<file path="src/sv/wpm_pkg.sv">
// ----------------------------------------------------------------------------
// Wildcard pattern matcher package
// Shared constants, register codes and the types that link the match cells.
// ----------------------------------------------------------------------------
`default_nettype none

package wpm_pkg;

  // Pattern geometry.
  localparam int MaxPattern  = 32;
  localparam int LenW        = $clog2(MaxPattern + 1);
  localparam int PatRegs     = 4;
  localparam int BytesPerReg = 8;
  localparam int CfgDataW    = 64;
  localparam int CfgIdxW     = 3;

  // Pattern bytes with a special meaning.
  localparam logic [7:0] CharStar = 8'h2A;
  localparam logic [7:0] CharAny  = 8'h3F;

  // Configuration register indexes.
  typedef enum logic [CfgIdxW-1:0] {
    CfgPat0 = 3'd0,
    CfgPat1 = 3'd1,
    CfgPat2 = 3'd2,
    CfgPat3 = 3'd3,
    CfgLen  = 3'd4
  } cfg_reg_e;

  // Signals handed from one cell to its right neighbor.
  typedef struct packed {
    logic eff;    // current row bit (starting row when the row is fresh)
    logic nxt;    // row bit after the present text byte
    logic start;  // starting row bit
  } wpm_link_t;

  // Control broadcast to every cell.
  typedef struct packed {
    logic       fresh;  // row equals the starting row
    logic       adv;    // latch the next row bit
    logic [7:0] text;   // present text byte
  } wpm_ctrl_t;

endpackage

`default_nettype wire

</file>
<file path="src/sv/wpm_cell.sv">
// ----------------------------------------------------------------------------
// Wildcard pattern matcher cell
// Holds the match bit of one pattern prefix and computes its next value from
// the left neighbor's bits, the pattern byte and the text byte.
// ----------------------------------------------------------------------------
`default_nettype none

module wpm_cell import wpm_pkg::*; (
  input  wire logic      clk_i,
  input  wire logic      rst_ni,
  input  wire wpm_ctrl_t ctrl_i,
  input  wire logic [7:0] pat_char_i,
  input  wire wpm_link_t left_i,
  output wpm_link_t      right_o
);

  logic row_q;
  logic is_star;
  logic hit;
  logic start_bit;
  logic eff_bit;
  logic next_bit;

  // Decode the pattern byte.
  assign is_star = (pat_char_i == CharStar);
  assign hit     = (pat_char_i == CharAny) || (pat_char_i == ctrl_i.text);

  // A prefix of leading stars matches the empty text.
  assign start_bit = is_star & left_i.start;
  assign eff_bit   = ctrl_i.fresh ? start_bit : row_q;

  // A star extends from the left in the new row or holds from the old row;
  // other bytes take the diagonal bit on a hit.
  always_comb begin
    if (is_star) begin
      next_bit = left_i.nxt | eff_bit;
    end else if (hit) begin
      next_bit = left_i.eff;
    end else begin
      next_bit = 1'b0;
    end
  end

  // Row bit storage.
  always_ff @(posedge clk_i or negedge rst_ni) begin
    if (!rst_ni) begin
      row_q <= 1'b0;
    end else if (ctrl_i.adv) begin
      row_q <= next_bit;
    end
  end

  assign right_o.eff   = eff_bit;
  assign right_o.nxt   = next_bit;
  assign right_o.start = start_bit;

endmodule

`default_nettype wire

</file>
<file path="src/sv/wildcard_pattern_matcher.sv">
// ----------------------------------------------------------------------------
// Wildcard pattern matcher
// Streams text bytes through a row of match cells, one cell per pattern byte.
// The result is registered and valid in the cycle after the final byte (or an
// empty text flag) is transferred. Text bytes are taken one per cycle while
// no held result stalls the input. Reset clears the pattern and length
// and loads the starting row; a write to a listed register reloads it too.
// ----------------------------------------------------------------------------
`default_nettype none

module wildcard_pattern_matcher import wpm_pkg::*; (
  input  wire logic                clk_i,
  input  wire logic                rst_ni,
  // Text input channel
  input  wire logic                in_valid_i,
  output logic                     in_stall_o,
  input  wire logic [7:0]          text_char_i,
  input  wire logic                last_char_i,
  input  wire logic                empty_text_i,
  // Result channel
  output logic                     out_valid_o,
  input  wire logic                out_stall_i,
  output logic                     matched_o,
  // Configuration write channel
  input  wire logic                cfg_valid_i,
  output logic                     cfg_ready_o,
  input  wire logic [CfgIdxW-1:0]  cfg_index_i,
  input  wire logic [CfgDataW-1:0] cfg_data_i
);

  logic [CfgDataW-1:0]          pat_q [PatRegs];
  logic [LenW-1:0]              len_q;
  logic [LenW-1:0]              len_eff;
  logic                         fresh_q;
  logic                         fresh_d;
  logic                         out_valid_q;
  logic                         out_valid_d;
  logic                         matched_q;
  logic                         matched_d;
  logic                         in_fire;
  logic                         cfg_fire;
  logic                         cfg_hit;
  logic                         result_fire;
  wpm_ctrl_t                    ctrl;
  wpm_link_t                    links [MaxPattern+1];
  logic [MaxPattern:0]          next_row;
  logic [MaxPattern:0]          start_row;

  // Handshakes.
  assign cfg_ready_o = 1'b1;
  assign cfg_fire    = cfg_valid_i & cfg_ready_o;
  assign cfg_hit     = cfg_fire & (cfg_index_i <= CfgLen);
  assign in_stall_o  = out_valid_q & out_stall_i;
  assign in_fire     = in_valid_i & ~in_stall_o;
  assign result_fire = in_fire & (empty_text_i | last_char_i);

  // Configuration registers.
  always_ff @(posedge clk_i or negedge rst_ni) begin
    if (!rst_ni) begin
      for (int r = 0; r < PatRegs; r++) begin
        pat_q[r] <= '0;
      end
      len_q <= '0;
    end else if (cfg_fire) begin
      unique case (cfg_index_i)
        CfgPat0: pat_q[0] <= cfg_data_i;
        CfgPat1: pat_q[1] <= cfg_data_i;
        CfgPat2: pat_q[2] <= cfg_data_i;
        CfgPat3: pat_q[3] <= cfg_data_i;
        CfgLen:  len_q    <= cfg_data_i[LenW-1:0];
        default: ;
      endcase
    end
  end

  // Lengths above the row size use the full row.
  assign len_eff = (len_q > LenW'(MaxPattern)) ? LenW'(MaxPattern) : len_q;

  // Cell control.
  assign ctrl.fresh = fresh_q;
  assign ctrl.adv   = in_fire & ~empty_text_i & ~last_char_i;
  assign ctrl.text  = text_char_i;

  // Prefix zero matches only while no byte has been taken.
  assign links[0].eff   = fresh_q;
  assign links[0].nxt   = 1'b0;
  assign links[0].start = 1'b1;
  assign next_row[0]    = 1'b0;
  assign start_row[0]   = 1'b1;

  // Row of match cells.
  for (genvar j = 1; j <= MaxPattern; j++) begin : g_cell
    wpm_cell u_cell (
      .clk_i      (clk_i),
      .rst_ni     (rst_ni),
      .ctrl_i     (ctrl),
      .pat_char_i (pat_q[(j-1)/BytesPerReg][((j-1)%BytesPerReg)*8 +: 8]),
      .left_i     (links[j-1]),
      .right_o    (links[j])
    );
    assign next_row[j]  = links[j].nxt;
    assign start_row[j] = links[j].start;
  end

  // Row state: a result or a config write goes back to the starting row.
  always_comb begin
    fresh_d = fresh_q;
    if (cfg_hit || result_fire) begin
      fresh_d = 1'b1;
    end else if (ctrl.adv) begin
      fresh_d = 1'b0;
    end
  end

  always_ff @(posedge clk_i or negedge rst_ni) begin
    if (!rst_ni) begin
      fresh_q <= 1'b1;
    end else begin
      fresh_q <= fresh_d;
    end
  end

  // Output register.
  always_comb begin
    out_valid_d = out_valid_q;
    matched_d   = matched_q;
    if (result_fire) begin
      out_valid_d = 1'b1;
      matched_d   = empty_text_i ? start_row[len_eff] : next_row[len_eff];
    end else if (out_valid_q && !out_stall_i) begin
      out_valid_d = 1'b0;
    end
  end

  always_ff @(posedge clk_i or negedge rst_ni) begin
    if (!rst_ni) begin
      out_valid_q <= 1'b0;
    end else begin
      out_valid_q <= out_valid_d;
    end
  end

  always_ff @(posedge clk_i) begin
    matched_q <= matched_d;
  end

  assign out_valid_o = out_valid_q;
  assign matched_o   = matched_q;

  // Checks.
  a_result_loaded: assert property (@(posedge clk_i) disable iff (!rst_ni)
    result_fire |=> out_valid_o)
    else $error("result transfer did not load the output register");

  a_cfg_restarts: assert property (@(posedge clk_i) disable iff (!rst_ni)
    cfg_hit |=> fresh_q)
    else $error("config write did not restore the starting row");

  a_mid_byte_advances: assert property (@(posedge clk_i) disable iff (!rst_ni)
    (ctrl.adv && !cfg_fire) |=> !fresh_q)
    else $error("middle byte left the row at the starting row");

  a_mid_byte_no_result: assert property (@(posedge clk_i) disable iff (!rst_ni)
    (ctrl.adv && !out_valid_q) |=> !out_valid_o)
    else $error("middle byte produced a result");

endmodule

`default_nettype wire

</file>
<file path="config.mk">
export PLATFORM = sky130hd
export DESIGN_NAME = wildcard_pattern_matcher
export DESIGN_NICKNAME = d
export VERILOG_FILES = /design/src/sv/wpm_pkg.sv /design/src/sv/wpm_cell.sv /design/src/sv/wildcard_pattern_matcher.sv
export SDC_FILE = /design/constraint.sdc
export NUM_CORES = 1
export LEC_CHECK = 0
export BUFFER_PORTS_ARGS = -buffer_cell sky130_fd_sc_hd__buf_2
export CAP_MARGIN = 15
export CORE_UTILIZATION = 30
export DETAILED_ROUTE_END_ITERATION = 8
export GPL_TIMING_DRIVEN = 0
export PLACE_DENSITY = 0.58
export SLEW_MARGIN = 15
export SYNTH_ARGS = -nofsm -noshare
export SYNTH_HDL_FRONTEND = slang
export SYNTH_HIERARCHICAL = 1
export SYNTH_SLANG_ARGS = --single-unit
</file>
<file path="constraint.sdc">
create_clock -name clk_i -period 18.99 [get_ports clk_i]
set_input_delay 3.798 -clock clk_i [delete_from_list [all_inputs] [get_ports clk_i]]
set_output_delay 3.798 -clock clk_i [all_outputs]
set_load 0.05 [all_outputs]
</file>
==> out/metrics.csv, run 1 <==
metric,value,unit
status,completed,
clock share of power,34.7,%
vias in the first global route,14449,
Slew @ Worst Pin,1.190,ns
Worst-Skew Late Latency,0.55,ns
synthesized netlist cell count,1747,
Slew HR,20.68,%
largest net degree at the start of global routing,102,
Core Box Area,61940,um2
Hold Buf Count CTS,0,
GRT Total Usage,19.38,%
worst vdd ir,0.05053,mV
worst r2r src,fresh_q,
power per cell area,92.38,nW/um2
CTS tree,done,
Max Cap Viol,0,
kind of critical path,input port to register,
die area,63900,um2
fin crit period,17.99,ns
Critical Path RT,19.27,ns
CP Launch Point,text_char_i[2],
final hold violations,0,
post-placement cell area,20560,um2
Final Cell Area,22870,um2
final wirelength,61920,um
Antenna Nets Post-Route,0,
grt total ovfl,0,
buffer depth of the longest clock path,3,
Vias per Instance,5.130,
Final Net Count,2015,
Crit. End Element,register,
Wirelength per Cell,22.17,um
Pleak,9.467,nW
critical hold path startpoint,pat_q[238],
slowest CP cell,mux4_2,
initial antenna violation count,1,
most frequent cells in the layout,"dfrtp_1 (295), mux2_2 (265), xor2_1 (248), buf_4 (142), buf_2 (101)",
Remaining DRCs,0,
Reg power frac,42.5,%
FF-to-FF path depth,138,
initial DRC count,879,
layout cells sized above 1,39.26,%
combinational power share,22.8,%
WHS Path Cells,1,
CTS buffer count,37,
synth warn,6,
Max Fclk,0.05560,GHz
final worst path period share,94.71,%
global-route wire length before repair,91600,um
Worst Clk Skew,0.01279,ns
H-tree Lvls,2,
Die W,252.8,um
worst hold path class,register to register,
DRT Pass-1 Iters,5,
# setup viols final,0,
Int Pwr,0.001459,W
"most common cell after layout, fill and taps aside",dfrtp_1,
clk slew on worst S/H paths,0.06,ns
total vias in the final route,14329,
crit-path max FO,2,
# rows,91,
Ant. Diodes,0,
Initial Util,30.46,%
Crit path largest cell delay,0.52,ns
Port Buf Inserts,84,
crit path DAT,18.26,ns
Post-Syn Area,18870,um2
NetSw,0.0006539,W
switching share of total power,30.95,%
Die Ht,252.8,um
Avg Inst Size Synth,10.80,um2
Design Power,0.002113,W
Layout area overhead,21.21,%
GPL Wtd Cong,0.8658,
clk sinks,297,
post-DP HPWL,36150,um
io pins,86,
root buffer selected by CTS,clkbuf_16,
Slew Limit Fails,0,
Startpoint Class,input port,
==> power by group through the flow <==
stage	logic [W]	clock network, W	registers (W)
2_1_floorplan	0.000342	0	0.000871
3_3_place_gp	0.000429	0	0.000895
3_5_place_dp	0.000451	0	0.000903
4_1_cts	0.000479	0.000750	0.000893
5_1_grt	0.000519	0.000777	0.000916
6_report	0.000481	0.000734	0.000898
==> sequential cells by signal (all words and copies together), names as in the netlist <==
name	flops
len_q	6
g_cell.u_cell/row_q	32
fresh_q	1
matched_o	1
out_valid_o	1
pat_q	256
==> layout make-up <==
class                   count  area [um2]
fillers                  6123       39070
multi-input cells        1253       10630
flip-flops and latches    297        7442
repair buffers            164        1499
clock buffers              49        1051
well taps                 837        1047
plain buffers             113       757.0
inverters                  67       251.5
clock inverters            13       190.2
==> routing by layer <==
metal	up-vias	GRT usage (%)	wire length, um
li1	6526	-	-
met2	374	31.95	28870
met5	-	0	0
met1	7298	25.25	27360
met4	0	7.186	2444
met3	131	3.464	3240
==> worst max-delay path, delay by kind of cell <==
family	cells	cell delay [ns]
XOR/XNOR	1	0.13
AO/OA/AOI/OAI	94	9.05
multiplexers	1	0.52
AND/OR/NAND/NOR	32	2.92
buffers and inverters	12	1.78
==> stage by stage <==
step | TNS, ns | instances | util, % | hold WS (ns) | worst slack [ns]
after global placement | -25.08 | 2671 | 32.85 | 0.5267 | -5.280
final | 0 | 2793 | 36.92 | 0.5455 | 1.004
after CTS | -1.682 | 2780 | 36.30 | 0.5488 | -1.240
after detailed placement | -6.973 | 2683 | 33.20 | 0.5322 | -2.650
after floorplan | -0.9460 | 1750 | - | 0.5146 | -0.7604
after global routing | -0.06956 | 2793 | 36.92 | 0.5672 | -0.06956
==> path summary, 6_finish.rpt <==
| kind | slack (ns) | to |
|---|---|---|
| max in group asynchronous | 14.61 | pat_q[82] |
| setup / recovery | 1.00 | matched_o |
| hold reg to reg | 0.55 | pat_q[238] |
| hold / removal | 0.55 | pat_q[238] |
| setup reg to reg | 3.38 | matched_o |
| min in group asynchronous | 3.13 | pat_q[190] |
==> timing repair <==
action	CTS	global route
pin swaps	3	7
buffers inserted	27	33
endpoints found under the setup margin	4	6
gates cloned	8	0
gates resized for setup	43	66
No activity file was read; power rests on OpenSTA's default activity.
==> run 2, diff against run 1 <==
--- a/config.mk
+++ b/config.mk
@@ -7,10 +7,10 @@
 export LEC_CHECK = 0
 export BUFFER_PORTS_ARGS = -buffer_cell sky130_fd_sc_hd__buf_2
 export CAP_MARGIN = 15
-export CORE_UTILIZATION = 30
+export CORE_UTILIZATION = 35
 export DETAILED_ROUTE_END_ITERATION = 8
 export GPL_TIMING_DRIVEN = 0
-export PLACE_DENSITY = 0.58
+export PLACE_DENSITY = 0.64
 export SLEW_MARGIN = 15
 export SYNTH_ARGS = -nofsm -noshare
 export SYNTH_HDL_FRONTEND = slang
==> run 2 against run 1 <==
  * The run now ends with design-rule violations left
  * Cell count shrank 5.3%
  * Combinational power about the same
  * Clock power up 0.5%
  * Non-clock buffer count decreased by 5
  * Total power barely moved
  * Utilization increased by 5.9 points
  * Sequential share of layout area rose by 0.33 points
  * Critical path type unchanged
  * First-iteration DRC count is 32% higher
  * Worst setup slack got worse by 0.14 ns
  * Flip-flop and latch count is the same
  * Critical path depth unchanged
==> out/metrics.csv, run 2 (synthesis gave the netlist of run 1 again) <==
metric,value,unit,change
status,"complete, but fails checks",,was completed
failing checks,design-rule violations,,
final worst path period share,95.46,%,was 94.71%
clock share of power,34.9,%,was 34.7%
clk slew on worst S/H paths,0.06,ns,about the same
buffer depth of the longest clock path,3,,unchanged
CTS buffer count,37,,unchanged
worst hold path class,register to register,,unchanged
Worst-Skew Late Latency,0.56,ns,was 0.55 ns
"most common cell after layout, fill and taps aside",dfrtp_1,,unchanged
largest net degree at the start of global routing,100,,was 102
Critical Path RT,19.27,ns,about the same
Fin Hold WS,0.5462,ns,was 0.5455 ns
final wirelength,60480,um,was 61920 um
Slew Limit Fails,0,,unchanged
vias in the first global route,14452,,was 14449
io pins,86,,unchanged
global-route wire length before repair,89940,um,was 91600 um
die area,54840,um2,was 63900 um2
power per cell area,93.40,nW/um2,was 92.38 nW/um2
Non-Filler Instances,2645,,was 2793
Core Box Area,52870,um2,was 61940 um2
slowest CP cell,mux4_2,,unchanged
initial DRC count,1159,,was 879
register name with the most flops,pat_q,,unchanged
Antenna Nets Post-Route,0,,unchanged
Max Fclk,0.05516,GHz,was 0.05560 GHz
layout cells sized above 1,38.80,%,was 39.26%
area of the multi-input gates,10600,um2,was 10630 um2
Remaining DRCs,10,,was 0
Worst Clk Skew,0.02179,ns,was 0.01279 ns
grt total ovfl,0,,unchanged
Reg power frac,42.4,%,was 42.5%
Crit. End Element,register,,unchanged
Hold Buf Count CTS,0,,unchanged
Design Power,0.002114,W,was 0.002113 W
# rows,84,,was 91
Port Buf Inserts,84,,unchanged
max reg flops,256,,unchanged
Wirelength per Cell,22.86,um,was 22.17 um
register area,7442,um2,unchanged
Slew @ Worst Pin,1.232,ns,was 1.190 ns
Final Net Count,2010,,was 2015
NetSw,0.0006614,W,was 0.0006539 W
dpl cells,2534,,was 2683
Startpoint Class,input port,,unchanged
total vias in the final route,14455,,was 14329
Die Ht,234.2,um,was 252.8 um
wire length on met3,3260,um,was 3240 um
switching share of total power,31.28,%,was 30.95%
crit-path max FO,2,,unchanged
number of fill cells,4880,,was 6123
root buffer selected by CTS,clkbuf_16,,unchanged
GRT Total Usage,22.13,%,was 19.38%
clk sinks,297,,unchanged
combinational power share,22.6,%,was 22.8%
GPL Wtd Cong,0.8943,,was 0.8658
Pleak,9.442,nW,was 9.467 nW
Die W,234.2,um,was 252.8 um
worst vdd ir,0.05513,mV,was 0.05053 mV
fin crit period,18.13,ns,was 17.99 ns
post-DP HPWL,35090,um,was 36150 um
most frequent cells in the layout,"dfrtp_1 (295), mux2_2 (265), xor2_1 (252), buf_4 (137), buf_2 (101)",,"was dfrtp_1 (295), mux2_2 (265), xor2_1 (248), buf_4 (142), buf_2 (101)"
DRT Pass-1 Iters,7,,was 5
Max Used Layer,met4,,unchanged
Initial Util,35.69,%,was 30.46%
Slew HR,17.89,%,was 20.68%
Max Cap Viol,0,,unchanged
Vias per Instance,5.465,,was 5.130
met2 routed WL,28860,um,was 28870 um
Crit path largest cell delay,0.51,ns,was 0.52 ns
CTS tree,done,,unchanged
H-tree Lvls,2,,unchanged
Layout area overhead,19.98,%,was 21.21%
crit path DAT,18.40,ns,was 18.26 ns
final hold violations,0,,unchanged
Int Pwr,0.001453,W,was 0.001459 W
initial antenna violation count,0,,was 1
# setup viols final,0,,unchanged
fin util,42.82,%,was 36.92%
CP most frequent cell,o21ai_2,,
biggest registers after layout,"pat_q x256, g_cell.u_cell/row_q x32, len_q x6",,unchanged
kind of critical path,input port to register,,unchanged
routed length on met1,26250,um,was 27360 um
-- run 2: cell types whose count changed in the layout (fill, tap and decap cells not counted), moves of 3 or more --
cell     previous run  this run
a21oi_2            23        17
o21ai_1            29        26
buf_4             142       137
a21oi_1            48        53
o21ai_2            29        32
xor2_2              8         4
xor2_1            248       252
-- run 2: final cells by class --
class,count,area share [%]
diodes,1,0.01105
plain buffers,113,3.344
clock buffers,52,4.737
clock inverters,15,0.8290
inverters,67,1.111
multi-input cells,1253,46.80
flip-flops and latches,297,32.87
well taps,688,3.803
repair buffers,159,6.489
-- run 2: final timing paths --
check	from	end	slack, ns	cells past startpoint
worst max-delay path	text_char_i[4]	matched_o	0.86	140
worst min-delay path	out_valid_o	out_valid_o	0.55	2
worst max register to register	fresh_q	matched_o	3.33	138
worst min register to register	out_valid_o	out_valid_o	0.55	2
max in group asynchronous	rst_ni	pat_q[120]	14.57	3
min in group asynchronous	rst_ni	pat_q[28]	3.17	1
-- run 2: what timing repair did --
action	CTS	global route
pin swaps	3	5
endpoints found under the setup margin	4	6
resized for setup	46	57
buffers inserted	25	30
cloned	8	0
-- run 2: through the flow --
stage | setup slack (ns) | cell area, um2 | setup TNS (ns)
floorplan | -0.7604 | 18880 | -0.9460
global placement | -4.947 | 20160 | -23.09
detailed placement | -2.447 | 20390 | -6.220
CTS | -1.050 | 22310 | -1.237
global route | -0.2375 | 22640 | -0.2375
finish | 0.8623 | 22640 | 0
-- run 2: metal layers --
metal | up-vias | track usage (%)
met5 | - | 0
met4 | 0 | 7.752
met3 | 114 | 3.709
met2 | 419 | 36.45
met1 | 7400 | 29.20
li1 | 6522 | -
-- run 2: critical path: cells and delay by family --
family | cells | cell delay, ns
XOR/XNOR | 1 | 0.17
AO/OA/AOI/OAI | 94 | 9.27
multiplexers | 1 | 0.51
buffers and inverters | 12 | 1.81
AND/OR/NAND/NOR | 32 | 2.79
-- run 2: power by group through the flow --
stage	clock network [W]	registers, W	logic, W
floorplan	0	0.000871	0.000342
finish	0.000738	0.000897	0.000479
global route	0.000775	0.000915	0.000517
detailed placement	0	0.000904	0.000451
global placement	0	0.000895	0.000426
CTS	0.000749	0.000893	0.000477
==> run 3, diff against run 2 <==
--- a/config.mk
+++ b/config.mk
@@ -10,7 +10,6 @@
 export CORE_UTILIZATION = 35
 export DETAILED_ROUTE_END_ITERATION = 8
 export GPL_TIMING_DRIVEN = 0
-export PLACE_DENSITY = 0.64
 export SLEW_MARGIN = 15
 export SYNTH_ARGS = -nofsm -noshare
 export SYNTH_HDL_FRONTEND = slang
==> run 3 against run 2 <==
  * The run still ends with design-rule violations left
  * Worst setup slack improved by 0.040 ns
  * First-iteration DRC count grew 7.2%
  * Sequential share of layout area increased by 0.10 points
  * Flip-flop and latch count is the same
  * Wire length is 0.80% higher
==> out/metrics.csv, run 3 (synthesis gave the netlist of run 1 again) <==
metric,value,unit,change
status,"complete, but fails checks",,unchanged
failing checks,design-rule violations,,unchanged
crit-path max FO,3,,was 2
dpl cells,2534,,unchanged
io pins,86,,unchanged
Vias per Instance,5.459,,was 5.465
slowest CP cell,mux4_2,,unchanged
Remaining DRCs,5,,was 10
biggest registers after layout,"pat_q x256, g_cell.u_cell/row_q x32, len_q x6",,unchanged
clk slew on worst S/H paths,0.06,ns,about the same
critical hold path startpoint,pat_q[38],,was out_valid_o
vias in the first global route,14261,,was 14452
Worst Clk Skew,0.02326,ns,was 0.02179 ns
register name with the most flops,pat_q,,unchanged
number of fill cells,4943,,was 4880
Final Cell Area,22570,um2,was 22640 um2
FF-to-FF path depth,138,,unchanged
final worst path period share,95.25,%,was 95.46%
GRT Total Usage,22.41,%,was 22.13%
reg2reg end,matched_o,,unchanged
H-tree Lvls,2,,unchanged
initial DRC count,1242,,was 1159
Die W,234.2,um,unchanged
Layout area overhead,19.62,%,was 19.98%
CTS buffer count,36,,was 37
Port Buf Inserts,84,,unchanged
global-route wire length before repair,90920,um,was 89940 um
Non-Filler Instances,2642,,was 2645
total vias in the final route,14423,,was 14455
worst r2r src,fresh_q,,unchanged
power per cell area,91.84,nW/um2,was 93.40 nW/um2
largest net degree at the start of global routing,103,,was 100
fin crit period,18.09,ns,was 18.13 ns
# rows,84,,unchanged
Final Net Count,2013,,was 2010
Hold Buf Count CTS,0,,unchanged
Crit. End Element,register,,unchanged
CTS tree,done,,unchanged
Worst-Skew Late Latency,0.55,ns,was 0.56 ns
post-placement cell area,20370,um2,was 20390 um2
final wirelength,60960,um,was 60480 um
Pleak,9.392,nW,was 9.442 nW
Slew Limit Fails,0,,unchanged
kind of critical path,input port to register,,unchanged
DRT Pass-1 Iters,8,,was 7
fin util,42.69,%,was 42.82%
root buffer selected by CTS,clkbuf_16,,unchanged
crit path DAT,18.39,ns,was 18.40 ns
Initial Util,35.69,%,unchanged
Wirelength per Cell,23.07,um,was 22.86 um
Startpoint Class,input port,,unchanged
Die Ht,234.2,um,unchanged
Ant. Diodes,0,,was 1
die area,54840,um2,unchanged
WHS Path Cells,1,,was 2
post-DP HPWL,35280,um,was 35090 um
Crit path largest cell delay,0.51,ns,about the same
clk sinks,297,,unchanged
Antenna Nets Post-Route,0,,unchanged
"Largest delay share family, worst path",compound AO/OA/AOI/OAI gates,,unchanged
Critical Path RT,19.29,ns,was 19.27 ns
R2R setup slack,3.01,ns,was 3.33 ns
grt total ovfl,0,,unchanged
Slew HR,16.33,%,was 17.89%
final hold violations,0,,unchanged
Slew @ Worst Pin,1.255,ns,was 1.232 ns
Core Box Area,52870,um2,unchanged
Buf/Inv on CP,11,,was 12
"most common cell after layout, fill and taps aside",dfrtp_1,,unchanged
max reg flops,256,,unchanged
Max Cap Viol,0,,unchanged
GPL Wtd Cong,0.8922,,was 0.8943
# setup viols final,0,,unchanged
layout cells sized above 1,38.84,%,was 38.80%
worst hold path class,register to register,,unchanged
Worst Hold End,pat_q[38],,was out_valid_o
initial antenna violation count,1,,was 0
buffer depth of the longest clock path,3,,unchanged
most frequent cells in the layout,"dfrtp_1 (295), mux2_2 (265), xor2_1 (248), buf_4 (142), buf_2 (101)",,"was dfrtp_1 (295), mux2_2 (265), xor2_1 (252), buf_4 (137), buf_2 (101)"
Max Fclk,0.05529,GHz,was 0.05516 GHz
worst vdd ir,0.04820,mV,was 0.05513 mV
-- run 3: repair_timing --
item                                    4_1_cts  5_1_grt
setup buffers                                28       32
gates resized for setup                      48       58
cloned                                        8        0
endpoints found under the setup margin        4        6
pin swaps                                     3       10
-- run 3: worst max-delay path by stage --
stage	endpoint	start	cells after the start
finish	matched_o	text_char_i[0]	139
global route	matched_o	text_char_i[2]	139
CTS	matched_o	text_char_i[3]	160
detailed placement	matched_o	text_char_i[3]	164
global placement	matched_o	text_char_i[3]	164
floorplan	matched_o	text_char_i[0]	159
-- run 3: area by class of cell --
type                       instances  area [um2]  area share (%)
multi-input combinational       1253       10610           47.00
sequential                       297        7442           32.97
timing repair buffer             164        1491           6.608
clock buffer                      50        1025           4.540
tap                              688       860.8           3.814
buffer                           112       753.2           3.337
inverter                          67       251.5           1.114
clock inverter                    11       137.6          0.6098
-- run 3: routing by layer --
metal	GRT usage (%)	part of all wire (%)
met5	0	0
met4	8.239	3.4
met3	2.736	5.4
met2	36.26	47
met1	30.58	44
-- run 3: power breakdown --
part / total, W / leakage [nW] / internal (W) / switching [W]
logic: 0.000479 / 5.21 / 0.000246 / 0.000234
clock network: 0.000695 / 0.564 / 0.000416 / 0.000278
registers: 0.000899 / 3.62 / 0.000760 / 0.000139
total: 0.00207 / 9.39 / 0.00142 / 0.000651
-- run 3: stage by stage --
stage | setup slack [ns] | setup TNS, ns | hold WS, ns | total power, W
final | 0.9024 | 0 | 0.5492 | 0.002073
after global routing | -0.1674 | -0.1674 | 0.5649 | 0.002170
after CTS | -1.114 | -1.534 | 0.5508 | 0.002080
after detailed placement | -2.527 | -6.788 | 0.5359 | 0.001353
after global placement | -4.966 | -23.34 | 0.5268 | 0.001324
after floorplan | -0.7604 | -0.9460 | 0.5146 | 0.001213
